$ cat config.mk
export PLATFORM = sky130hd
export DESIGN_NAME = ccmt_ram
export DESIGN_NICKNAME = d
export VERILOG_FILES = /design/src/design/ccmt_ram.sv
export SDC_FILE = /design/constraint.sdc
export NUM_CORES = 1
export LEC_CHECK = 0
export ABC_AREA = 1
export BUFFER_PORTS_ARGS = -buffer_cell sky130_fd_sc_hd__buf_2
export CELL_PAD_IN_SITES_DETAIL_PLACEMENT = 1
export CELL_PAD_IN_SITES_GLOBAL_PLACEMENT = 2
export CORE_ASPECT_RATIO = 0.75
export CORE_MARGIN = 5
export CORE_UTILIZATION = 40
export DETAILED_ROUTE_END_ITERATION = 10
export PLACE_DENSITY = 0.88
export SLEW_MARGIN = 10
export SYNTH_ARGS = -nofsm -noshare
export SYNTH_HDL_FRONTEND = slang
export SYNTH_SLANG_ARGS = --single-unit
$ cat constraint.sdc
create_clock -name clock -period 1.23 [get_ports clock]
set_input_delay 0.123 -clock clock [delete_from_list [all_inputs] [get_ports clock]]
set_output_delay 0.123 -clock clock [all_outputs]
set_load 0.05 [all_outputs]
$ cat src/design/ccmt_ram.sv
`timescale 1ns / 1ps
// ----------------------------------------------------------------------------
// ccmt_ram
// Simple dual port RAM, one write and one registered read per cycle.
// A read of the address written in the same cycle returns the old data.
// ----------------------------------------------------------------------------
module ccmt_ram #(
   parameter int WIDTH = 8,
   parameter int DEPTH = 16,
   localparam int ADDR_W = (DEPTH > 1) ? $clog2(DEPTH) : 1
) (
   input  logic              clock,
   input  logic              we,
   input  logic [ADDR_W-1:0] waddr,
   input  logic [WIDTH-1:0]  wdata,
   input  logic [ADDR_W-1:0] raddr,
   output logic [WIDTH-1:0]  rdata
);

   logic [WIDTH-1:0] mem_ff [DEPTH];
   logic [WIDTH-1:0] rdata_ff;

   always_ff @(posedge clock) begin
      if (we) begin
         mem_ff[waddr] <= wdata;
      end
      rdata_ff <= mem_ff[raddr];
   end

   assign rdata = rdata_ff;

endmodule

# Word level (Yosys, flattened, before mapping)
# Memories as Yosys holds them, arrays and structs flattened. A register that Yosys moved wholly into a read port is not among the register bits.
# Index checks and enable logic that the tools add are counted.
[op_classes]
n_mux = 2
[op_table]
columns = ["operator", "count"]
rows = [
  ["two-way mux 1 bit", 2],
]
[totals]
reg_bits = 0
wordCells = 3
ram_bits = 128
output_inout_bits = 8
in_bits = 18
n_memories = 1
[mem_list]
columns = ["memory", "depth", "word_bits", "read_ports", "rd_ports_with_merged_regs", "wr", "line", "rtl"]
rows = [
  ["mem_ff", 16, 8, 1, 1, 1, "20", "logic [WIDTH-1:0] mem_ff [DEPTH];"],
]

# Depth between registers and ports, before layout
[depth]
ltp_word = 2
depth_mapped = 8
mapped_depth_nobuf = 7

# Worst setup path before layout
# No wires, ideal clock.
[synth_timing]
path_kind = "input-to-reg"
startpoint = "input port waddr[2]"
endpoint = "memory mem_ff[10][0] (enable)"
n_path_buf = 0
path_stages = 2
setup_time_ns = 0.370
slack_ns = 0.156
t_arrival_ns = 0.704
path_cell_list = "nand3b_1 -> nor2_1"
[synth_lines]
columns = ["item", "line", "rtl"]
rows = [
  ["start: declaration", "14", "input logic [ADDR_W-1:0] waddr,"],
  ["end: declaration", "20", ""],
]
# Straight into the memory's write port.

# Worst setup path after layout
[layout_timing]
startpoint = "register rdata_ff[7], in the netlist rdata[7], read port of mem_ff"
endpoint = "output port rdata[7]"
[layout_lines]
columns = ["item", "line", "rtl"]
rows = [
  ["start: declaration", "21", "logic [WIDTH-1:0] rdata_ff;"],
  ["end: declaration", "17", "output logic [WIDTH-1:0] rdata"],
]
# No word-level cell between the ends.

==> results by group <==
Run status
  – Status: complete, no violations

Place
  – I/O Buffers: 25
  – Pre-CTS WS: -32.7 ps
  – Detailed Place HPWL: 10400 um
  – Gp weighted congestion: 0.831

Worst setup path
  – WS Path Type: reg -> out
  – Worst path cell trace: buf_2
  – Critical-path top delay cell: dfxtp_1
  – R2R Path End: rdata[3]
  – Req. time, crit path: 1110 ps
  – FF-to-FF Start: mem_ff[8][3]
  – Buf+Inv Stages, Crit Path: 1
  – CP delay by family, top: flip-flops
  – WP data arrival: 1070 ps
  – Worst setup path start: rdata[7]
  – R2r worst-path depth: 6
  – Endpoint class of the critical path: primary output
  – Crit-path max FO: 1
  – Cell count along the critical path: 1
  – FF-to-FF setup slack: 170 ps
  – Setup crit end: rdata[7]
  – Startpoint types: flip-flop
  – Slowest stage delay, CP: 360 ps

STA
  – Final hold violation count: 0
  – Setup Skew: 7.62 ps
  – Slew margin rel.: 70.2%
  – Setup-failing EPs final: 0
  – Period minus WS final: 1190 ps
  – Fin. max-slew vios: 0
  – Worst Slack Setup Final: 36.0 ps
  – Worst-Margin Slew: 447 ps
  – RSZ-0062 raised after global routing: no
  – Final worst path period share: 97.1%
  – Hold slack: 120 ps
  – Fmax: 838 MHz

Cells and area
  – Fin nets: 621
  – Fillcell total: 1586
  – Diodes inserted: 0
  – Fin util: 47.9%
  – Multi-input gate area: 1210 um^2
  – Layout cells sized above 1: 14.8%
  – Storage element area: 4000 um^2
  – Synthesis-to-finish area growth: 18.9%

Global routing
  – Largest net degree at the start of global routing: 29
  – Tot GR Track Use: 19.8%
  – Global-route wire length before repair: 24700 um
  – Antenna violations before repair: 0
  – Vias in the first global route: 4391
  – Global route total overflow: 0

Detailed routing
  – Met3 routed WL: 981 um
  – 1st-iter DRT viols: 310
  – Vias: 4048
  – Met2 wire length: 7300 um
  – Via density: 4.96
  – DR top layer: met4
  – DR pass1 iterations: 5
  – DRC Markers: 0
  – Met1 Wirelength: 7100 um
  – Post-Route WL: 15700 um
  – Drt wl/cell: 19.2 um
  – Routed Antenna Nets: 0

Power and ir drop
  – Leak: 2.97 nW
  – Power per Cell Area: 1580 nW/um^2
  – Worst VDD drop: 0.000969 V

Yosys
  – Netlist cell types: 12
  – YS warnings: 0
  – Cell Area, Synth: 5770 um^2
  – Post-Synthesis Cells: 551
  – Flops & latches, synth: 136
  – Sequential share of the synthesized area: 69.4%
  – Syn nets: 569
  – Synth Area per Inst: 10.5 um^2

CTS
  – CTS tree: built
  – CTS Buffer Depth: 2
  – CTS H-tree depth: 4
  – Clk_lat worst skew: 430 ps
  – Clock sink count: 136
  – Total CTS buffers: 17
  – Post-CTS Resized: 0
  – Setup Buffers After CTS: 0
  – CTS Root Cell: clkbuf_16
  – # hold bufs at CTS: 0
  – Reg clk slew, reported paths: 60 ps

Floorplanning
  – # rows: 38
  – # IOs: 26
  – Die height: 114 um
  – Die W: 149 um
  – Total core area: 14300 um^2
  – Die area: 16900 um^2
  – Starting Density: 40.3%

Run
  – MaxCap Viol Count: 0

Worst hold path
  – Hold Path Class: in -> reg
routing by layer:
| layer | GRT usage (%) | vias to the layer above |
|---|---|---|
| met3 | 5.12 | 27 |
| li1 | - | 1879 |
| met1 | 27.0 | 2029 |
| met2 | 31.1 | 113 |
| met5 | 0 | - |
| met4 | 6.95 | 0 |
state kept, by name, summed over array words and instances (netlist names):
signal,flops
mem_ff,128
rdata,8
worst min-delay path by stage:
stage / start / depth (start not counted) / to / slack [ps]
5_1_grt: wdata[1] / 1 / mem_ff[1][1] / 130
4_1_cts: wdata[1] / 1 / mem_ff[1][1] / 120
3_3_place_gp: raddr[3] / 4 / rdata[2] / 560
2_1_floorplan: wdata[0] / 0 / mem_ff[0][0] / 220
3_5_place_dp: wdata[1] / 1 / mem_ff[9][1] / 570
6_report: wdata[1] / 1 / mem_ff[9][1] / 120
through the flow:
step	cells	area, um^2	TNS [ps]	power, W
after floorplan	551	5770	0	0.00577
after global placement	784	6300	0	0.00610
after detailed placement	784	6300	-32.7	0.00614
after CTS	816	6860	0	0.0109
after global routing	816	6860	0	0.0112
final	816	6860	0	0.0108
placed cells by master (no fill, tap or decap), types with 7 or more instances in the layout:
cell type	instances
buf_12	7
buf_2	25
buf_4	25
clkbuf_16	17
dfxtp_1	8
edfxtp_1	128
inv_1	100
nand2_1	173
nand3_1	97
nor2_1	17
area by class of cell:
class,instances,share of cell area [%]
Multi-Input combinational cell,289,17.7
Tap cell,200,3.65
Clock inverter,15,1.90
Timing Repair Buffer,57,6.60
Sequential cell,136,58.4
Clock buffer,17,6.20
Inverter,102,5.58
report_power, final:
part	switching, W	internal, W
combinational	0.000595	0.000233
sequential	0.0000335	0.00518
clock	0.00203	0.00277
total	0.00265	0.00819
synth_stat cells (all sizes together):
cell | instances | area share (%)
buf | 24 | 2.9
dfxtp | 8 | 2.8
edfxtp | 128 | 67
nand3b | 2 | 0.26
nand2 | 173 | 11
nand3 | 97 | 8.4
nor2 | 17 | 1.1
inv | 102 | 6.6
cell families after synthesis:
kind of cell / after synthesis / share of synthesized area [%]
and+or+nand+nor: 289 / 21.0
buffers and inverters: 126 / 9.52
DFF: 136 / 69.4
Note: power is estimated with default switching activity, not from simulation.
