### src/design/ccmt_pkg.sv
`timescale 1ns / 1ps
// ----------------------------------------------------------------------------
// ccmt_pkg
// Shared types and constants of the cost curve minimum tracker.
// ----------------------------------------------------------------------------
package ccmt_pkg;

   localparam int PIXEL_W     = 16;
   localparam int STEP_W      = 10;
   localparam int COST_W      = 16;
   localparam int OLDER_W     = 17;
   localparam int FLAT_W      = 11;
   localparam int CENTER_W    = 10;
   localparam int SCORE_W     = 36;
   localparam int WEIGHT_W    = 16;
   localparam int PROD_A_W    = 27;
   localparam int PROD_B_W    = 33;
   localparam int REPORTED    = 3;
   localparam int COUNT_OUT_W = 2;
   localparam int CSR_INDEX_W = 2;
   localparam int RSP_DEPTH   = 4;

   localparam logic OP_UPDATE = 1'b0;
   localparam logic OP_READ   = 1'b1;

   localparam logic [OLDER_W-1:0]       COST_NONE         = 17'h10000;
   localparam logic signed [FLAT_W-1:0] FLAT_NONE         = -11'sd1;
   localparam logic [WEIGHT_W-1:0]      CENTER_WEIGHT_RST = 16'd0;
   localparam logic [WEIGHT_W-1:0]      COST_WEIGHT_RST   = 16'd256;

   typedef enum logic [CSR_INDEX_W-1:0] {
      CSR_CENTER_WEIGHT = 2'd0,
      CSR_COST_WEIGHT   = 2'd1
   } csr_index_type;

   typedef struct packed {
      logic [COST_W-1:0]         last_cost;
      logic [OLDER_W-1:0]        older_cost;
      logic signed [FLAT_W-1:0]  flat_start;
   } curve_state_type;

   typedef struct packed {
      logic [CENTER_W-1:0]       center;
      logic signed [SCORE_W-1:0] score;
   } minimum_type;

   typedef struct packed {
      logic                record;
      logic [CENTER_W-1:0] center;
   } record_type;

   typedef struct packed {
      logic [PIXEL_W-1:0]                     read_pixel;
      logic [COUNT_OUT_W-1:0]                 minima_count;
      logic [REPORTED-1:0][CENTER_W-1:0]      center;
      logic [REPORTED-1:0][SCORE_W-1:0]       score;
   } rsp_type;

endpackage

### src/design/ccmt_minima_merge.sv
`timescale 1ns / 1ps
// ----------------------------------------------------------------------------
// ccmt_minima_merge
// Inserts a new minimum into a pixel's list: append while there is room,
// otherwise replace the first worst entry when the new score is smaller.
// ----------------------------------------------------------------------------
module ccmt_minima_merge #(
   parameter int MINIMA_KEPT = 3,
   localparam int CNT_W = $clog2(MINIMA_KEPT + 1),
   localparam int IDX_W = (MINIMA_KEPT > 1) ? $clog2(MINIMA_KEPT) : 1
) (
   input  ccmt_pkg::minimum_type [MINIMA_KEPT-1:0] list_in,
   input  logic [CNT_W-1:0]                        count_in,
   input  logic signed [ccmt_pkg::SCORE_W-1:0]     score,
   input  logic [ccmt_pkg::CENTER_W-1:0]           center,
   output ccmt_pkg::minimum_type [MINIMA_KEPT-1:0] list_out
);

   import ccmt_pkg::*;

   logic [IDX_W-1:0]          worst;
   logic signed [SCORE_W-1:0] worst_score;
   minimum_type               entry;

   always_comb begin
      entry.center = center;
      entry.score  = score;
      list_out     = list_in;
      worst        = '0;
      worst_score  = $signed(list_in[0].score);
      for (int i = 1; i < MINIMA_KEPT; i++) begin
         if ($signed(list_in[i].score) > worst_score) begin
            worst       = IDX_W'(i);
            worst_score = $signed(list_in[i].score);
         end
      end
      if (count_in < MINIMA_KEPT) begin
         for (int i = 0; i < MINIMA_KEPT; i++) begin
            if (count_in == CNT_W'(i)) begin
               list_out[i] = entry;
            end
         end
      end else if (score < worst_score) begin
         for (int i = 0; i < MINIMA_KEPT; i++) begin
            if (worst == IDX_W'(i)) begin
               list_out[i] = entry;
            end
         end
      end
   end

endmodule

### config.mk
export PLATFORM = sky130hd
export DESIGN_NAME = ccmt_minima_merge
export DESIGN_NICKNAME = d
export VERILOG_FILES = /design/src/design/ccmt_pkg.sv /design/src/design/ccmt_minima_merge.sv
export SDC_FILE = /design/constraint.sdc
export NUM_CORES = 1
export LEC_CHECK = 0
export BUFFER_PORTS_ARGS = -buffer_cell sky130_fd_sc_hd__buf_2
export CORE_AREA = 2 2 126 128
export DETAILED_ROUTE_END_ITERATION = 8
export DIE_AREA = 0 0 128 130
export PLACE_DENSITY = 0.66
export SKIP_LAST_GASP = 1
export SYNTH_ARGS = -nofsm -noshare
export SYNTH_HDL_FRONTEND = slang
export SYNTH_SLANG_ARGS = --single-unit
### constraint.sdc
create_clock -name vclk -period 10.9
set_input_delay 1.635 -clock vclk [all_inputs]
set_output_delay 1.635 -clock vclk [all_outputs]
set_load 0.05 [all_outputs]
Yosys cells after proc, flatten, opt, wreduce, memory -nomap -nowiden
Cells that the tools add are included.
{ "op_classes": {"order_cmp": 4, "n_eq_ne": 4, "mux": 12, "reduce_logical": 2} }
{ "ops": {"columns": ["cell", "n"], "rows": [
  ["$mux W138", 2],
  ["$mux W46", 6],
  ["$gt A36 B36 Y1", 2],
  ["$mux W36", 2],
  ["$lt A36 B36 Y1", 1],
  ["$eq A2 B1 Y1 const B", 2],
  ["$eq A2 B2 Y1 const B", 2],
  ["$logic_not A2 Y1", 2],
  ["$lt A2 B2 Y1 const B", 1],
  ["$mux W2", 1],
  ["$mux W1", 1]
]} }
{ "totals": {"ff_bits": 0, "input_bits": 186, "out_inout_bits": 138, "word_cells": 22} }

Logic depth before layout (Yosys ltp)
{ "logic_depth": {"ltp_word": 8, "depth_mapped": 33, "depth_no_buf": 28} }

Least setup slack after synthesis
No wires, ideal clock.
{ "synth_path": {"path_type": "input -> output", "start": "input list_in[35] in the netlist's numbering", "end": "output list_out[52] in the netlist's numbering", "arrival_ps": 9111, "required_ps": 9265, "setup_slack_ps": 154, "cell_stages": 33, "path_buffers": 5, "path_cell_list": "inv_1 > ha_1 > nand4_1 > or4_1 > nand3b_1 > o32ai_1 > nor4_1 > a211oi_2 > buf_6 > buf_2 > mux2i_1 > ha_1 > nand4_1 > nor3_1 > a221oi_1 > nand3_1 > nor3_1 > mux2i_1 > buf_2 > buf_1 > mux2_2 > ha_1 > o211a_1 > a221o_1 > a221oi_1 > o211ai_1 > a21oi_1 > xnor2_1 > nor3b_1 > o21a_1 > o21ai_2 > buf_2 > mux2_2"} }
{ "synth_rtl": {"columns": ["element", "line", "rtl"], "rows": [
  ["start: declaration", "ccmt_minima_merge.sv:12", "input ccmt_pkg::minimum_type [MINIMA_KEPT-1:0] list_in,"],
  ["end: declaration", "ccmt_minima_merge.sv:16", "output ccmt_pkg::minimum_type [MINIMA_KEPT-1:0] list_out"]
]} }

==> reports/metrics.csv <==
stage;metric;value;unit
detailed_routing;antenna-violating nets left;0;
floorplan;Core Footprint;0.01542;sq mm
logic_synthesis;synthesized area per cell;8.627;sq um
floorplan;standard-cell row count;46;
critical_path;CP Class;in2out;
place;final weighted congestion in routability-driven placement;0.8905;
job;max-capacitance violation count;0;
logic_synthesis;number of distinct standard cells referenced by the synthesized netlist;50;
logic_synthesis;adder and majority cell fraction of the synthesized area;25.82;%
cells_and_area;Area Overhead vs Synth;81.15;%
place;Post-Place Cell Area;0.007679;sq mm
run_status;violations in the final reports;negative setup slack;
critical_path;crit end category;output pin;
timing;worst slew pin tran;0.5113;ns
hold_path;Hold Path Class;in2out;
timing;RSZ-0062 raised after global routing;yes;
power_and_ir_drop;Static Leakage;4.843;nW
logic_synthesis;compound-cell area share of the yosys netlist;12.07;%
detailed_routing;Via density;5.192;
floorplan;Initial Util;33.61;%
cells_and_area;area taken by flip-flops and latches;0;sq um
logic_synthesis;XOR/XNOR Fraction of Synth Area;0.1689;%
critical_path;CP max FO;7;
floorplan;die width;128;um
detailed_routing;number of DRC markers in iteration 0;186;
logic_synthesis;syn_nets;894;
cells_and_area;count of filler cells inserted in the layout;1303;
logic_synthesis;yosys warns;0;
timing;maximum achievable frequency;90.62;MHz
floorplan;I/O pin count;324;
critical_path;longest individual stage delay on the worst path;0.58;ns
timing;shortest clock period the worst path allows after layout;11.04;ns
power_and_ir_drop;total power divided by cell area;109.8;mW/mm^2
timing;total negative slack for setup checks;-8.066;ns
grt;number of global-route vias before repair;5978;
critical_path;standard cell with the maximum stage delay on the critical path;sky130_fd_sc_hd__or4_4;
cells_and_area;final layout net count;1329;
timing;final period utilization;101.2;%
grt;initial antenna violation count;0;
cells_and_area;share of layout cells above drive strength 1;67.99;%
grt;Overall Global Routing Usage;22.31;%
grt;Remaining Overflow, GRT;0;
cells_and_area;clk_buf instances;0;
place;placed cells;1183;
timing;number of hold violations in the final report;0;
timing;slack of the critical path;-0.1353;ns
cells_and_area;Non-Filler Instances;1227;
logic_synthesis;basic-gate share of the synthesized area counting and, or, nand and nor cells;9.097;%
cells_and_area;num sequential;0;
detailed_routing;number of remaining DRC errors;0;
place;pre-CTS setup slack;-0.6678;ns
run_status;result of the run;finished with violations;
timing;slew margin rel.;65.55;%
critical_path;worst endpoint required time;9.27;ns
detailed_routing;total wirelength of the detailed-routed design;22.00;mm
floorplan;Die ar.;0.01664;sq mm
detailed_routing;count of vias placed by the detailed router;6370;
power_and_ir_drop;worst-case vdd ir drop;0.00007152;V
timing;pins over their slew limit;0;
logic_synthesis;Cells after Synth;601;
cells_and_area;share of the core filled with cells;60.89;%
timing;number of setup violations in the final report;93;
grt;first-pass GRT wire length;30.08;mm
logic_synthesis;part of the Yosys area used for sequential elements;0;%
logic_synthesis;largest family of logic cells by synthesized area;multiplexers;
cells_and_area;final design instance area without fill;0.009393;sq mm
logic_synthesis;fraction of synthesized area in multiplexers;44.74;%
place;number of input and output port buffers inserted;324;
critical_path;element type at the critical path start;input pin;
detailed_routing;Pre-Repair DR Iteration Count;5;
grt;largest net degree at the start of global routing;25;
timing;Hold Slack;3.632;ns
floorplan;Die Y-Extent;130;um
detailed_routing;per-cell routed wire length;17.93;um
power_and_ir_drop;final total power;1.032;mW
critical_path;CP most frequent cell;sky130_fd_sc_hd__buf_4;
critical_path;Arr. time, crit path;9.40;ns
logic_synthesis;post-synth design cell area;0.005185;sq mm
place;HPWL after detailed placement;16.74;mm
final timing paths:
check | from | endpoint | slack [ns] | cells after the start
setup / recovery | list_in[34] | list_out[106] | -0.14 | 40
hold / removal | list_in[137] | list_out[137] | 3.63 | 3
cells in the mapped netlist, drive strengths merged, types with 2 or more instances:
master  count  area (sq um)
mux2      174          1959
ha        107          1339
inv        78         292.8
a21oi      38         190.2
mux2i      36         360.4
nand2      26         97.59
nand4      22         137.6
buf        19         123.9
o21ai      13         68.82
nand3      12         60.06
nor2       10         37.54
a21o        9         67.56
nor3        6         30.03
o21a        5         37.54
a221oi      4         35.03
nor4        4         25.02
or4         3         22.52
a211o       2         17.52
a211oi      2         20.02
a21boi      2         15.01
a31oi       2         12.51
nand2b      2         12.51
o211ai      2         15.01
o221ai      2         23.77
or2         2         12.51
cells by family after synthesis:
logic type	Yosys count
adders and majority gates	107
muxes	210
xor gates and xnor gates	1
buffers and inverters	98
and+or+nand+nor	92
AOI/OAI and AO/OA	93
power breakdown:
group | switching (mW) | internal (mW)
sequential | 0 | 0
combinational | 0.561 | 0.470
clock | 0 | 0.0000000123
total | 0.561 | 0.470
routing by layer:
| metal | part of all wire, % | GRT usage [%] | vias to the layer above |
|---|---|---|---|
| li1 | - | - | 3144 |
| met1 | 43 | 28.72 | 2977 |
| met2 | 52 | 41.96 | 216 |
| met3 | 3.9 | 1.230 | 33 |
| met4 | 1.6 | 3.232 | 0 |
| met5 | 0 | 0 | - |
worst max-delay path, delay by kind of cell:
| family | cells | cell delay (ns) |
|---|---|---|
| AOI/OAI and AO/OA | 4 | 0.73 |
| adders and majority gates | 3 | 0.83 |
| buffers and inverters | 16 | 2.27 |
| muxes | 4 | 1.06 |
| and+or+nand+nor | 13 | 2.86 |
cell usage in the layout (no fill, tap or decap), drive strengths merged, types with 2 or more instances in the layout:
| master | synthesis | layout |
|---|---|---|
| o21a | 5 | 5 |
| a211oi | 2 | 2 |
| inv | 78 | 78 |
| a21oi | 38 | 38 |
| nand2 | 26 | 26 |
| nand3 | 12 | 12 |
| clkbuf | 1 | 2 |
| nand2b | 2 | 2 |
| a211o | 2 | 2 |
| a221oi | 4 | 4 |
| mux2i | 36 | 36 |
| nand4 | 22 | 22 |
| nor2 | 10 | 10 |
| or2 | 2 | 2 |
| or4 | 3 | 3 |
| a21o | 9 | 9 |
| o21ai | 13 | 13 |
| a31oi | 2 | 2 |
| o221ai | 2 | 2 |
| mux2 | 174 | 174 |
| nor3 | 6 | 6 |
| o211ai | 2 | 2 |
| ha | 107 | 107 |
| a21boi | 2 | 2 |
| nor4 | 4 | 4 |
| buf | 19 | 450 |
area by class of cell:
cell class,instances,area (sq um),share of cell area (%)
multi-input cells,503,5461,58.15
diodes,1,2.502,0.02664
well taps,192,240.2,2.558
inverters,78,300.3,3.197
repair buffers,453,3388,36.07
what timing repair did:
action	4_1_cts	5_1_grt
gates cloned	4	3
hold buffers	0	0
endpoints found under the setup margin	138	138
buffers inserted	22	16
pin swaps	22	30
gates resized for setup	77	282
No activity file was read; power rests on OpenSTA's default activity.
