[src/design/ccmt_pkg.sv]
`timescale 1ns / 1ps
// ----------------------------------------------------------------------------
// ccmt_pkg
// Shared types and constants of the cost curve minimum tracker.
// ----------------------------------------------------------------------------
package ccmt_pkg;

   localparam int PIXEL_W     = 16;
   localparam int STEP_W      = 10;
   localparam int COST_W      = 16;
   localparam int OLDER_W     = 17;
   localparam int FLAT_W      = 11;
   localparam int CENTER_W    = 10;
   localparam int SCORE_W     = 36;
   localparam int WEIGHT_W    = 16;
   localparam int PROD_A_W    = 27;
   localparam int PROD_B_W    = 33;
   localparam int REPORTED    = 3;
   localparam int COUNT_OUT_W = 2;
   localparam int CSR_INDEX_W = 2;
   localparam int RSP_DEPTH   = 4;

   localparam logic OP_UPDATE = 1'b0;
   localparam logic OP_READ   = 1'b1;

   localparam logic [OLDER_W-1:0]       COST_NONE         = 17'h10000;
   localparam logic signed [FLAT_W-1:0] FLAT_NONE         = -11'sd1;
   localparam logic [WEIGHT_W-1:0]      CENTER_WEIGHT_RST = 16'd0;
   localparam logic [WEIGHT_W-1:0]      COST_WEIGHT_RST   = 16'd256;

   typedef enum logic [CSR_INDEX_W-1:0] {
      CSR_CENTER_WEIGHT = 2'd0,
      CSR_COST_WEIGHT   = 2'd1
   } csr_index_type;

   typedef struct packed {
      logic [COST_W-1:0]         last_cost;
      logic [OLDER_W-1:0]        older_cost;
      logic signed [FLAT_W-1:0]  flat_start;
   } curve_state_type;

   typedef struct packed {
      logic [CENTER_W-1:0]       center;
      logic signed [SCORE_W-1:0] score;
   } minimum_type;

   typedef struct packed {
      logic                record;
      logic [CENTER_W-1:0] center;
   } record_type;

   typedef struct packed {
      logic [PIXEL_W-1:0]                     read_pixel;
      logic [COUNT_OUT_W-1:0]                 minima_count;
      logic [REPORTED-1:0][CENTER_W-1:0]      center;
      logic [REPORTED-1:0][SCORE_W-1:0]       score;
   } rsp_type;

endpackage

[src/design/ccmt_rsp_fifo.sv]
`timescale 1ns / 1ps
// ----------------------------------------------------------------------------
// ccmt_rsp_fifo
// Response queue between the pipeline and the result channel.
// ----------------------------------------------------------------------------
module ccmt_rsp_fifo #(
   parameter int DEPTH = 4,
   localparam int PTR_W = (DEPTH > 1) ? $clog2(DEPTH) : 1,
   localparam int CNT_W = $clog2(DEPTH + 1)
) (
   input  logic              clock,
   input  logic              reset,
   input  logic              push,
   input  ccmt_pkg::rsp_type push_data,
   input  logic              pop,
   output logic              out_valid,
   output ccmt_pkg::rsp_type out_data,
   output logic [CNT_W-1:0]  count
);

   import ccmt_pkg::*;

   rsp_type          entry_ff [DEPTH];
   logic [PTR_W-1:0] rd_ptr_ff, rd_ptr_in;
   logic [PTR_W-1:0] wr_ptr_ff, wr_ptr_in;
   logic [CNT_W-1:0] count_ff, count_in;
   logic             pop_ok;

   assign pop_ok = pop && (count_ff != '0);

   always_comb begin
      rd_ptr_in = rd_ptr_ff;
      wr_ptr_in = wr_ptr_ff;
      count_in  = count_ff;
      if (pop_ok) begin
         rd_ptr_in = (rd_ptr_ff == PTR_W'(DEPTH - 1)) ? '0 : PTR_W'(rd_ptr_ff + 1'b1);
      end
      if (push) begin
         wr_ptr_in = (wr_ptr_ff == PTR_W'(DEPTH - 1)) ? '0 : PTR_W'(wr_ptr_ff + 1'b1);
      end
      if (push && !pop_ok) begin
         count_in = CNT_W'(count_ff + 1'b1);
      end else if (!push && pop_ok) begin
         count_in = CNT_W'(count_ff - 1'b1);
      end
   end

   always_ff @(posedge clock) begin
      if (reset) begin
         rd_ptr_ff <= '0;
         wr_ptr_ff <= '0;
         count_ff  <= '0;
      end else begin
         rd_ptr_ff <= rd_ptr_in;
         wr_ptr_ff <= wr_ptr_in;
         count_ff  <= count_in;
      end
   end

   always_ff @(posedge clock) begin
      if (push) begin
         entry_ff[wr_ptr_ff] <= push_data;
      end
   end

   assign out_valid = (count_ff != '0);
   assign out_data  = entry_ff[rd_ptr_ff];
   assign count     = count_ff;

endmodule

[config.mk]
export PLATFORM = sky130hd
export DESIGN_NAME = ccmt_rsp_fifo
export DESIGN_NICKNAME = d
export VERILOG_FILES = /design/src/design/ccmt_pkg.sv /design/src/design/ccmt_rsp_fifo.sv
export SDC_FILE = /design/constraint.sdc
export NUM_CORES = 1
export LEC_CHECK = 0
export BUFFER_PORTS_ARGS = -buffer_cell sky130_fd_sc_hd__buf_2
export CAP_MARGIN = 20
export CORE_UTILIZATION = 27
export DETAILED_ROUTE_END_ITERATION = 10
export PLACE_DENSITY = 0.51
export SLEW_MARGIN = 15
export SYNTH_ARGS = -nofsm -noshare
export SYNTH_HDL_FRONTEND = slang
export SYNTH_SLANG_ARGS = --single-unit
export TNS_END_PERCENT = 50
[constraint.sdc]
create_clock -name clock -period 11.4 [get_ports clock]
set_input_delay 2.28 -clock clock [delete_from_list [all_inputs] [get_ports clock]]
set_output_delay 2.28 -clock clock [all_outputs]
set_load 0.005 [all_outputs]
## After elaboration in Yosys (flattened, before gate mapping)

Memories as Yosys holds them, arrays and structs flattened. A register that Yosys moved wholly into a read port is not among the register bits.
Cells that the tools add are included.

| word-level totals | value |
|---|---|
| bits in registers | 7 |
| memories kept | 1 |
| logic and storage cells | 25 |
| bits in writable memories | 624 |
| bits of input ports | 160 |

Memories:

| memory | depth | width | read ports | clocked after memory_dff | write ports | RTL line | RTL |
|---|---|---|---|---|---|---|---|
| entry_ff | 4 | 156 | 1 | 1 | 1 | ccmt_rsp_fifo.sv:23 | `rsp_type entry_ff [DEPTH];` |

| cells by class | value |
|---|---|
| equality and inequality tests | 2 |
| reduce and logical (&&, ||, !) cells | 7 |
| mux-type cells | 8 |
| $add $sub $neg | 4 |

Operators by type and width:

| kind | number |
|---|---|
| $mux W2 | 4 |
| $mux W3 | 2 |
| $add A2 B1 Y2 const B | 2 |
| $eq A2 B2 Y1 const B | 2 |
| $add A3 B1 Y3 const B | 1 |
| $logic_and A1 B1 Y1 | 3 |
| $reduce_bool A3 Y1 | 1 |
| $sub A3 B1 Y3 const B | 1 |
| $logic_not A1 Y1 | 2 |
| $mux W1 | 2 |
| $reduce_bool A2 Y1 | 1 |

## Longest topological paths before layout

| depth | value |
|---|---|
| depth after elaboration | 5 |
| depth in mapped cells | 7 |
| mapped depth without buffers | 7 |

## Worst setup path after synthesis

Ideal clock, no wire load.

| timing | value |
|---|---|
| path type | input port to flip-flop |
| start point | input push |
| end point | memory entry_ff[0][0] in the netlist's numbering (enable) |
| data required time | 10.866 ns |
| cell stages on the path | 1 |
| buffers on the path | 0 |
| library setup time | 0.534 ns |
| setup slack | 5.029 ns |
| arrival time | 5.837 ns |
| path through | and2_1 |

| between the ends | value |
|---|---|
| word-level cells in the longest chain between the ends | 2 |

RTL lines:

| item | RTL line | RTL |
|---|---|---|
| start: declaration | ccmt_rsp_fifo.sv:13 | `input logic push,` |
| $mux W1 | ccmt_rsp_fifo.sv:61 | `if (push) begin` |
| $mux W1 (not written as such) | ccmt_rsp_fifo.sv:62 | `entry_ff[wr_ptr_ff] <= push_data;` |
| end: declaration | ccmt_rsp_fifo.sv:23 |  |

No other way between the ends.

==> run summary <==
Combinational share of power = 0.153
Reg2reg start = wr_ptr_ff[0]
Post-CTS setup repair buffer count = 0
Switching Share = 0.239
Worst R2R Path Depth = 3
P per Cell Area = 207 nW/µm²
NetSw = 1390 µW
Die width = 295 µm
Fin crit period = 5.40 ns
Area taken by multi-input logic gates = 3770 µm²
Via count = 10,300
Final slew viol count = 0
Synth warn = 0
Internal = 4440 µW
#FFs+latches synth = 633
Core Region = 84,200 µm²
P&R area growth vs syn = 21.6%
Fmax = 185 MHz
Routed wire per std cell = 20.3 µm
Die Y = 295 µm
WS Path Type = reg -> out
Post-layout instance area = 28,100 µm²
Clock tree sinks = 633
Post-synthesis cell type count = 22
RR Endpoint = entry_ff[3][123]
H-tree depth = 3
Clk pwr share = 0.378
Crit path cell chain = buf_4, mux4_2, buf_2
Final nets = 1,396
Mapped cell area = 23,100 µm²
Sequential Power Share = 0.468
Root buffer cell = clkbuf_16
Max rail drop VDD = 0.000120 V
Final hold viol count = 0
Routability Congestion = 0.685
Detailed placer's ending HPWL = 28,600 µm
Most frequent cells in the layout = edfxtp_1, buf_2, mux4_2
Final Skew = 0.0179 ns
Worst slew margin = 0.349
Met1 usage = 0.131
Met3 track demand over resource = 0.0354
Leak = 0.00920 µW
Worst slew pin tran = 0.977 ns
Post-route ant nets = 0
GRT Max-Usage Layer = met2
Global Route Usage Sum = 0.113
Post-Syn Instances = 859
Initial Util = 0.274
# port buffers = 319
Critical path launch point type = flop
R2R setup slack = 8.74 ns
RSZ-0062 raised after global routing = no
Clock slew seen by the registers of the worst setup and hold paths = 0.06 ns
Layout fillers = 7,948
Row count = 106
Final setup vio count = 0
Seq/Total Area, Yosys = 0.819
Min-delay worst type = reg -> reg
CTS Buffer Depth = 3
CTS Buf Count = 72
Status = finished clean
Initial antenna violation count = 13
Total congestion overflow = 0
DRT Pass-1 Iters = 4
Most common cell after layout, fill and taps aside = edfxtp_1
Largest net degree at the start of global routing = 116
Syn nets = 1,026
Post-cts repair resize count = 0
Setup TNS = 0 ns
Routed vias/inst = 4.27
Worst Setup End Kind = output port
Total routed wirelength = 49,200 µm
Die area = 86,800 µm²
IO Pins = 320
Max-Cap Viols = 0
Slowest CP cell = buf_4
Register Area = 18,900 µm²
Hold Buf Count CTS = 0
Crit path max fanout = 46
Crit path largest cell delay = 0.86 ns
Avg Inst Size Synth = 26.9 µm²
Data arrival, critical path = 3.12 ns
Worst skew pair latency = 0.59 ns
Post-route DRC = 0
Layout cells sized above 1 = 0.463
Met2 Resource Use GR = 0.193
CTS tree = done
Final Cycle Share = 0.473
Vias in the first global route = 11,300
Worst setup path endpoint = out_data[121]
Global-route wire length before repair = 72,100 µm
Drt initial violations = 489
WP data required = 9.12 ns
Area after DPL = 25,800 µm²
[layout make-up]
cell class | count | area share
timing repair buffer | 331 | 0.0605
tap | 1134 | 0.0505
inverter | 4 | 0.000534
antenna | 3 | 0.000267
clock inverter | 37 | 0.0133
sequential | 633 | 0.673
multi-input combinational | 187 | 0.134
clock buffer | 89 | 0.0675
[Yosys cell counts]
cell | number | area share
mux2i_1 | 3 | 0.0013
xor2_1 | 2 | 0.00076
nor2_1 | 5 | 0.00081
buf_4 | 1 | 0.00033
inv_1 | 4 | 0.00065
fa_1 | 1 | 0.00087
or3_1 | 3 | 0.00081
buf_6 | 1 | 0.00049
ha_1 | 6 | 0.0032
clkbuf_1 | 2 | 0.00033
o21ai_0 | 1 | 0.00022
dfxtp_1 | 9 | 0.0078
buf_2 | 15 | 0.0032
o31ai_1 | 1 | 0.00033
and2_1 | 4 | 0.0011
buf_12 | 15 | 0.013
mux4_2 | 156 | 0.15
buf_8 | 1 | 0.00065
a21oi_1 | 3 | 0.00065
edfxtp_1 | 624 | 0.81
nor3b_1 | 1 | 0.00033
nand2_1 | 1 | 0.00016
[through the flow]
| step | setup slack [ns] | power [µW] | utilization | hold WS (ns) | std cells |
|---|---|---|---|---|---|
| 5_1_grt | 5.66 | 6080 | 0.334 | 0.552 | 2418 |
| 2_1_floorplan | 5.03 | 3390 | - | 0.456 | 859 |
| 3_3_place_gp | 6.44 | 3710 | 0.307 | 0.462 | 2289 |
| 4_1_cts | 5.76 | 5950 | 0.334 | 0.501 | 2415 |
| 3_5_place_dp | 6.44 | 3720 | 0.307 | 0.491 | 2289 |
| 6_report | 6.00 | 5830 | 0.334 | 0.500 | 2418 |
[flip-flops by register name (all words and copies together) (netlist names), named ones only]
register / count
rd_ptr_ff: 2
wr_ptr_ff: 2
count: 3
entry_ff: 624
[power by group through the flow]
stage	sequential, µW	clock [µW]	combinational [µW]
6_report	2730	2200	894
5_1_grt	2740	2360	980
4_1_cts	2730	2280	937
3_5_place_dp	2780	0	934
3_3_place_gp	2780	0	930
2_1_floorplan	2740	0	650
[routing by layer]
layer  vias up  part of all wire  wire (µm)
met3       112             0.065       3180
met1      5485              0.39      19000
met5         -            0.0021        105
met4        16             0.033       1630
met2       241              0.51      25300
li1       4477                 -          -
[logic make-up (layout without fill, tap and decap cells)]
family / count (synthesis) / count (layout) / synth area share
muxes: 159 / 159 / 0.153
xor gates and xnor gates: 2 / 2 / 0.000758
adders and majority gates: 7 / 7 / 0.00412
DFF: 633 / 633 / 0.819
other: 0 / 3 / 0
buffers and inverters: 39 / 461 / 0.0187
and+or+nand+nor: 14 / 14 / 0.00319
AOI/OAI and AO/OA: 5 / 5 / 0.00119
[worst min path at each step]
| stage | start | end | slack [ns] | depth (start not counted) |
|---|---|---|---|---|
| after detailed placement | rd_ptr_ff[0] | flop | 0.49 | 2 |
| final | rd_ptr_ff[0] | flop | 0.50 | 2 |
| after global placement | rd_ptr_ff[0] | flop | 0.46 | 2 |
| after CTS | rd_ptr_ff[0] | flop | 0.50 | 2 |
| after floorplan | rd_ptr_ff[0] | flop | 0.46 | 2 |
| after global routing | rd_ptr_ff[0] | flop | 0.55 | 2 |
[critical path, delay by kind of cell, from the launching register on]
kind	cells	cell delay (ns)
buffers and inverters	2	1.01
DFF	1	0.82
muxes	1	0.61
(Power assumes the default switching activity.)
