## config.mk

```make
export PLATFORM = sky130hd
export DESIGN_NAME = ccmt_curve_step
export DESIGN_NICKNAME = d
export VERILOG_FILES = /design/src/design/ccmt_pkg.sv /design/src/design/ccmt_curve_step.sv
export SDC_FILE = /design/constraint.sdc
export NUM_CORES = 1
export LEC_CHECK = 0
export ABC_AREA = 1
export BUFFER_PORTS_ARGS = -buffer_cell sky130_fd_sc_hd__buf_2
export CAP_MARGIN = 30
export CORE_ASPECT_RATIO = 0.75
export CORE_MARGIN = 1
export CORE_UTILIZATION = 49
export DETAILED_ROUTE_END_ITERATION = 8
export GPL_TIMING_DRIVEN = 0
export PLACE_DENSITY = 0.85
export SLEW_MARGIN = 25
export SYNTH_ARGS = -nofsm -noshare
export SYNTH_HDL_FRONTEND = slang
export SYNTH_SLANG_ARGS = --single-unit
```

## constraint.sdc

```tcl
create_clock -name vclk -period 6.9
set_input_delay 1.38 -clock vclk [all_inputs]
set_output_delay 1.38 -clock vclk [all_outputs]
set_load 0.02 [all_outputs]
```

## src/design/ccmt_pkg.sv

```systemverilog
`timescale 1ns / 1ps
// ----------------------------------------------------------------------------
// ccmt_pkg
// Shared types and constants of the cost curve minimum tracker.
// ----------------------------------------------------------------------------
package ccmt_pkg;

   localparam int PIXEL_W     = 16;
   localparam int STEP_W      = 10;
   localparam int COST_W      = 16;
   localparam int OLDER_W     = 17;
   localparam int FLAT_W      = 11;
   localparam int CENTER_W    = 10;
   localparam int SCORE_W     = 36;
   localparam int WEIGHT_W    = 16;
   localparam int PROD_A_W    = 27;
   localparam int PROD_B_W    = 33;
   localparam int REPORTED    = 3;
   localparam int COUNT_OUT_W = 2;
   localparam int CSR_INDEX_W = 2;
   localparam int RSP_DEPTH   = 4;

   localparam logic OP_UPDATE = 1'b0;
   localparam logic OP_READ   = 1'b1;

   localparam logic [OLDER_W-1:0]       COST_NONE         = 17'h10000;
   localparam logic signed [FLAT_W-1:0] FLAT_NONE         = -11'sd1;
   localparam logic [WEIGHT_W-1:0]      CENTER_WEIGHT_RST = 16'd0;
   localparam logic [WEIGHT_W-1:0]      COST_WEIGHT_RST   = 16'd256;

   typedef enum logic [CSR_INDEX_W-1:0] {
      CSR_CENTER_WEIGHT = 2'd0,
      CSR_COST_WEIGHT   = 2'd1
   } csr_index_type;

   typedef struct packed {
      logic [COST_W-1:0]         last_cost;
      logic [OLDER_W-1:0]        older_cost;
      logic signed [FLAT_W-1:0]  flat_start;
   } curve_state_type;

   typedef struct packed {
      logic [CENTER_W-1:0]       center;
      logic signed [SCORE_W-1:0] score;
   } minimum_type;

   typedef struct packed {
      logic                record;
      logic [CENTER_W-1:0] center;
   } record_type;

   typedef struct packed {
      logic [PIXEL_W-1:0]                     read_pixel;
      logic [COUNT_OUT_W-1:0]                 minima_count;
      logic [REPORTED-1:0][CENTER_W-1:0]      center;
      logic [REPORTED-1:0][SCORE_W-1:0]       score;
   } rsp_type;

endpackage

```

## src/design/ccmt_curve_step.sv

```systemverilog
`timescale 1ns / 1ps
// ----------------------------------------------------------------------------
// ccmt_curve_step
// Per pixel curve follower: plateau tracking and minimum detection for one
// cost sample, with the next state of the pixel entry.
// ----------------------------------------------------------------------------
module ccmt_curve_step #(
   parameter int MINIMA_KEPT = 3,
   localparam int CNT_W = $clog2(MINIMA_KEPT + 1)
) (
   input  ccmt_pkg::curve_state_type          state_in,
   input  logic [CNT_W-1:0]                   count_in,
   input  logic [ccmt_pkg::STEP_W-1:0]        step,
   input  logic [ccmt_pkg::COST_W-1:0]        cost,
   output ccmt_pkg::curve_state_type          state_out,
   output logic [CNT_W-1:0]                   count_out,
   output ccmt_pkg::record_type               rec
);

   import ccmt_pkg::*;

   logic signed [FLAT_W-1:0] flat;
   logic signed [FLAT_W-1:0] flat_open;
   logic [FLAT_W-1:0]        center_sum;

   always_comb begin
      state_out  = state_in;
      count_out  = count_in;
      rec        = '0;
      flat       = state_in.flat_start;
      flat_open  = state_in.flat_start;
      center_sum = '0;
      if (step == '0) begin
         state_out.last_cost  = cost;
         state_out.older_cost = COST_NONE;
         state_out.flat_start = FLAT_NONE;
         count_out            = '0;
      end else begin
         if (step == STEP_W'(1)) begin
            if (cost == state_in.last_cost) begin
               flat = '0;
            end else if (cost > state_in.last_cost) begin
               rec.record = 1'b1;
            end
         end else if (cost < state_in.last_cost) begin
            flat = FLAT_NONE;
         end else begin
            if (flat < 0 && {1'b0, state_in.last_cost} < state_in.older_cost) begin
               flat_open = $signed({1'b0, step}) - 11'sd1;
            end
            if (cost > state_in.last_cost && flat_open >= 0) begin
               center_sum = $unsigned(flat_open) + {1'b0, step} - 11'd1;
               rec.record = 1'b1;
               rec.center = (flat_open > 0) ? center_sum[FLAT_W-1:1] : '0;
               flat       = FLAT_NONE;
            end else begin
               flat = flat_open;
            end
         end
         state_out.flat_start = flat;
         state_out.older_cost = {1'b0, state_in.last_cost};
         state_out.last_cost  = cost;
         if (rec.record && count_in < MINIMA_KEPT) begin
            count_out = CNT_W'(count_in + 1'b1);
         end
      end
   end

endmodule

```

**Yosys cells after proc, flatten, opt, wreduce, memory -nomap -nowiden**

Index checks and enable logic that the tools add are counted.

- Flip-flop bits (word level): 0
- Input bits: 72
- Word-level logic and storage cells: 37

- Add/sub/neg operators: 4
- Magnitude comparators: 7
- Equality and inequality tests: 2
- Mux-type cells: 20
- Reductions and logical operators: 4

Operators by type and width:

| kind | number |
|---|---|
| 11-bit two-way mux | 11 |
| 28-bit two-way mux | 1 |
| 10-bit two-way mux | 2 |
| 16-bit by 17-bit less-than comparator with 1-bit output | 1 |
| 16-bit equality test | 1 |
| 16-bit > comparator | 1 |
| 16-bit less-than comparator | 1 |
| 11-bit by 10-bit adder with 11-bit output | 1 |
| 11-bit by 1-bit >= comparator with 1-bit output, second input constant | 1 |
| 11-bit by 1-bit > comparator with 1-bit output, second input constant | 1 |
| 11-bit by 1-bit less-than comparator with 1-bit output, second input constant | 1 |
| 10-bit by 1-bit subtractor with 11-bit output, second input constant | 1 |
| 11-bit by 1-bit subtractor with 11-bit output, second input constant | 1 |
| 10-bit by 1-bit equality test with 1-bit output, second input constant | 1 |
| 10-bit logical NOT | 1 |
| 1-bit two-way mux | 4 |
| 2-bit two-way mux | 2 |
| 1-bit logical AND | 3 |
| 2-bit by 1-bit adder with 2-bit output, second input constant | 1 |
| 2-bit less-than comparator, second input constant | 1 |

**Depth between registers and ports, before layout**

Gate-level depths: netlist of run 1.

- Depth after elaboration: 16
- Mapped depth: 27
- Mapped depth without buffers: 26

**Worst setup path after synthesis of run 1**

Ideal clock, no wire load.

- Path kind: input -> output
- Start point: in state_in[23] in the netlist's numbering
- End point: out rec[8] in the netlist's numbering
- Arrival: 4.357 ns
- Path slack: 1.163 ns
- Stages: 26
- Buffers on the path: 1
- Cells stage by stage: inv_1 ha_1 nand2_1 inv_1 nand2_1 nand2_1 nand2_1 nand2_2 nor2_4 nand3_2 buf_6 nand2_1 nand2_1 nand2_1 nand2_1 ha_1 fa_1 nand2_1 inv_1 o21ai_0 nand2_1 nand2_1 o311ai_0 or2_2 nand3_1 nor2_1

RTL lines:

| item | RTL line | source |
|---|---|---|
| start, declared | ccmt_curve_step.sv:11 | `input ccmt_pkg::curve_state_type state_in,` |
| end, declared | ccmt_curve_step.sv:17 | `output ccmt_pkg::record_type rec` |

==> flow_summary.ini, run 1 <==
[status]
outcome = finished, final reports clean

[die]
core_sq_um = 4950
dieWidth_microns = 85.3
die_area_sq_um = 5500
initial_core_util = 0.514
die_y_microns = 64.5
ios = 129
fp-row-count = 22

[layout]
fin_area_sq_um = 3270
clkbuf_count = 0
layout-drive-gt1-share = 0.293
diodes = 0
seq_cells = 0
syn_to_final_growth_pct = 28.3
multiInputGateArea_sq_um = 2030
regArea_sq_um = 0
num-fill-cells = 509
nets = 713

[worst_setup_path]
arrival_ps = 5080
critical_path.max_stage_delay_ps = 420
startpoint_type = primary input
critPathSlowestCell = fa_1
worstSetupPathType = primary input to output port
path_max_fanout = 10
cp.required_ps = 5520
setup.worst_path.end_class = output port
worst-path-buf-inv = 6
path_delay_family = simple AND/OR/NAND/NOR gates
crit_top_cell = nand2_1

[placement]
place_area_sq_um = 3270
dp_hpwl_mm = 6.70
place_congestion = 0.913
port_buffers = 129

[clock_tree]
holdBufCountCts = 0
cts.repair.resized = 0
post_cts_buffers = 0

[sta]
timing.fmax_mhz = 155
setup_viol = 0
tns_ps = 0
fin_crit_sh = 0.937
rsz0062_at_grt = false
period_minus_slack_ps = 6460
finalHoldViolCount = 0
relSlewSlack = 0.679
whs_ps = 3080
worst_pin_slew_ps = 482
slew_violations = 0

[grt]
grtUsageMet1 = 0.375
global_route.usage.met3 = 0.0217
track_usage = 0.276
grt_max_degree = 11
overflow = 0
antenna_found_initial = 0
use_met2 = 0.495
grt_pass1_vias = 2907
grt_pass1_wl_mm = 12.6
grt-busiest-layer = met2

[detailed_routing]
via_per_inst = 4.99
drt_iter0_drc = 171
final_antenna_net_count = 0
drc = 0
dr.pass1.iters = 4
vias = 3227
wl_per_cell_microns = 11.8
routed_wl_mm = 7.61

[synth]
synth_warnings = 0
ys_seq_area_frac = 0
synth.net_count = 582
syn_area_sq_um = 2550
synthTopCellsByArea = ha_1 (25%), nand2_1 (16%), inv_1 (14%)
yosysUniqueCellTypes = 32
synth_cells = 458
synth_top_area_frac = 0.250
yosys.area.top_type = ha_1
syn_area_per_cell_sq_um = 5.56

[power_and_ir_drop]
power.leakage_nw = 2.14
powerDensity_nw_per_um2 = 95.4
power_mw = 0.312
vdd_drop_max_mv = 0.0491

[flow_run]
maxCapViolCount = 0

[worst_hold_path]
hold_path_class = primary input to output port
## metrics by stage
step	utilization	cells	setup WS (ps)
5_1_grt	0.660	647	106
3_5_place_dp	0.660	647	510
6_report	0.660	647	438
4_1_cts	0.660	647	494
3_3_place_gp	0.660	647	578
2_1_floorplan	-	458	1160
## final timing paths
check | start | endpoint | cells past startpoint
max | state_in[23] | rec[8] | 28
min | cost[3] | state_out[31] | 3
## worst min-delay path: stages
cell	delay (ps)
buf_2	90
buf_4	90
buf_2	140
## cell type report
cell class                 count  share of cell area
buffer                        21              0.0452
inverter                      98               0.113
multi-input combinational    339               0.622
tap                           60              0.0230
timing repair buffer         129               0.197
## placed cells by master (no fill, tap or decap), drive strengths merged
cell type and n:
o21ai 12, o311ai 1, nand3 34, nand2 120
a21o 1, nor4 1, nor2 65, buf 147
xor2 7, nor3 1, o2111ai 1, ha 51
clkbuf 3, or2 5, nand4 14, o221ai 1
inv 98, fa 1, o21bai 5, a21oi 18
nand3b 1
## per-layer routing
layer / vias up / share of wire
li1: 1682 / -
met1: 1416 / 0.46
met2: 123 / 0.46
met3: 6 / 0.074
met4: 0 / 0.0071
met5: - / 0
## synth_stat cells (2+ instances only)
master      n
nand2_1   112
inv_1      96
nor2_1     58
ha_1       51
nand3_1    32
a21oi_1    18
buf_4      16
nand4_1    14
o21ai_0    10
xor2_1      7
nand2_2     5
o21bai_1    5
or2_2       5
nor2_2      4
clkbuf_1    3
nand2_4     3
inv_2       2
nand3_2     2
nor2_4      2
## where the power goes
part / internal (mW) / switching [mW]
combinational: 0.120 / 0.192
sequential: 0 / 0
clock: 0 / 0
## cells by family (layout without fill, tap and decap cells)
family                   after synthesis  after routing  share of synthesized area
AND/OR/NAND/NOR                      241            241                      0.427
buffers and inverters                119            248                      0.202
AO/OA/AOI/OAI                         39             39                     0.0884
adder cells (fa/ha/maj)               52             52                      0.258
XOR/XNOR                               7              7                     0.0241
No activity file was read; power rests on OpenSTA's default activity.
==> run 2, diff against run 1 <==
CORE_UTILIZATION = 44   (was 49)
PLACE_DENSITY = 0.81   (was 0.85)
clock period = 5.8 ns   (was 6.9 ns; I/O delays follow)
==> run 2 against run 1 <==
Utilization is 4.6 points lower. Highest routed layer unchanged. Hold slack lost 440 ps. Sequential cell count is the same. Global-route usage decreased by 3.2 points. Total power grew 24%. Final area rose by 2.7%. Count of clock-buffer cells in the layout did not move. Sequential share of layout area stayed put. Die area increased by 11%. Wire length down 0.76%. Non-clock buffer count increased by 1. Largest cell class unchanged.
==> flow_summary.ini, run 2 (synthesis gave the netlist of run 1 again) <==
[status]
outcome = finished, final reports clean

[detailed_routing]
dr.pass1.iters = 5
wl_per_cell_microns = 11.4
drc = 0
drt_iter0_drc = 135
final_antenna_net_count = 0
routed_wl_mm = 7.56
via_per_inst = 4.90
vias = 3251

[layout]
layout-drive-gt1-share = 0.316
syn_to_final_growth_pct = 31.7
clkbuf_count = 0
post-route-util = 0.614
layout_common_cells = buf_2 (130), nand2_1 (110), inv_1 (96)
fin_area_sq_um = 3360
nets = 714
seq_cells = 0
layout_commonest_cell = buf_2
diodes = 0
regArea_sq_um = 0

[worst_setup_path]
path_max_fanout = 10
startpoint_type = primary input
crit_top_cell = nand2_1
critPathSlowestCell = fa_2
setup.worst_path.end_class = output port
arrival_ps = 4430
critical_path.max_stage_delay_ps = 400
worstSetupPathType = primary input to output port
cp.required_ps = 4640

[sta]
period_minus_slack_ps = 5590
slew_violations = 0
finalHoldViolCount = 0
fin_crit_sh = 0.963
rsz0062_at_grt = true
setup_viol = 0
worst_pin_slew_ps = 487
whs_ps = 2640
relSlewSlack = 0.676
timing.fmax_mhz = 179

[grt]
track_usage = 0.244
overflow = 0
grt_pass1_wl_mm = 12.6
grt_max_degree = 11
antenna_found_initial = 0
grt_pass1_vias = 2893

[placement]
place_congestion = 0.908
place_area_sq_um = 3290
dp_hpwl_mm = 6.60
port_buffers = 129

[die]
core_sq_um = 5470
dieWidth_microns = 89.9
fp-row-count = 23
initial_core_util = 0.466
die_area_sq_um = 6100
ios = 129
die_y_microns = 67.9

[power_and_ir_drop]
power_frac_clock = 0
p_comb_frac = 1.000
power.leakage_nw = 2.15
switching_power_mw = 0.237
vdd_drop_max_mv = 0.0430
internal_power_mw = 0.151
powerDensity_nw_per_um2 = 115
power_mw = 0.388
switching_share = 0.611
sequentialPowerShare = 0

[worst_hold_path]
hold_path_class = primary input to output port
whs_endpoint = state_out[37]
worstHoldPathCells = 3
hold_start = cost[9]

[flow_run]
maxCapViolCount = 0

[clock_tree]
holdBufCountCts = 0
## run 2: routing by layer
layer  vias to the layer above  share of wire  GRT usage
met3                         2          0.078     0.0278
met5                         -              0          0
met4                         0        0.00079     0.0141
met1                      1437           0.47      0.324
li1                       1680              -          -
met2                       132           0.45      0.449
## run 2: cell type report
type	count	area (sq um)
fill	561	2110
tap	75	93.8
inverter	98	368
buffer	21	148
multi-input combinational	339	2090
timing repair buffer	130	657
## run 2: critical path, delay by kind of cell
family | cells | cell delay [ps]
simple gates | 13 | 1340
compound gates | 3 | 360
fa+ha+maj | 3 | 970
buf+inv | 6 | 580
## run 2: timing repair
action | in CTS | in global routing
pin swaps | 1 | 1
buffers inserted | 1 | 0
gates resized for setup | 1 | 17
endpoints found under the setup margin | 2 | 5
## run 2: power by group through the flow
stage | combinational [mW] | sequential, mW | clock, mW
after floorplan | 0.256 | 0 | 0
after global placement | 0.355 | 0 | 0
after detailed placement | 0.366 | 0 | 0
after CTS | 0.370 | 0 | 0
after global routing | 0.437 | 0 | 0
final | 0.388 | 0 | 0
## run 2: worst max-delay path by stage
stage                 startpoint  endpoint  cells past startpoint
finish              state_in[36]    rec[6]                     25
detailed placement  state_in[19]    rec[8]                     26
CTS                 state_in[15]    rec[6]                     28
global placement    state_in[19]    rec[8]                     26
floorplan           state_in[23]    rec[8]                     26
global route        state_in[23]    rec[6]                     28
## run 2: per-stage QoR
stage,TNS (ps),instances,setup WS (ps)
final,0,663,214
after global routing,-37.2,663,-34.0
after CTS,0,663,30.9
after detailed placement,-181,662,-135
after global placement,-70.6,662,-56.3
after floorplan,0,458,503
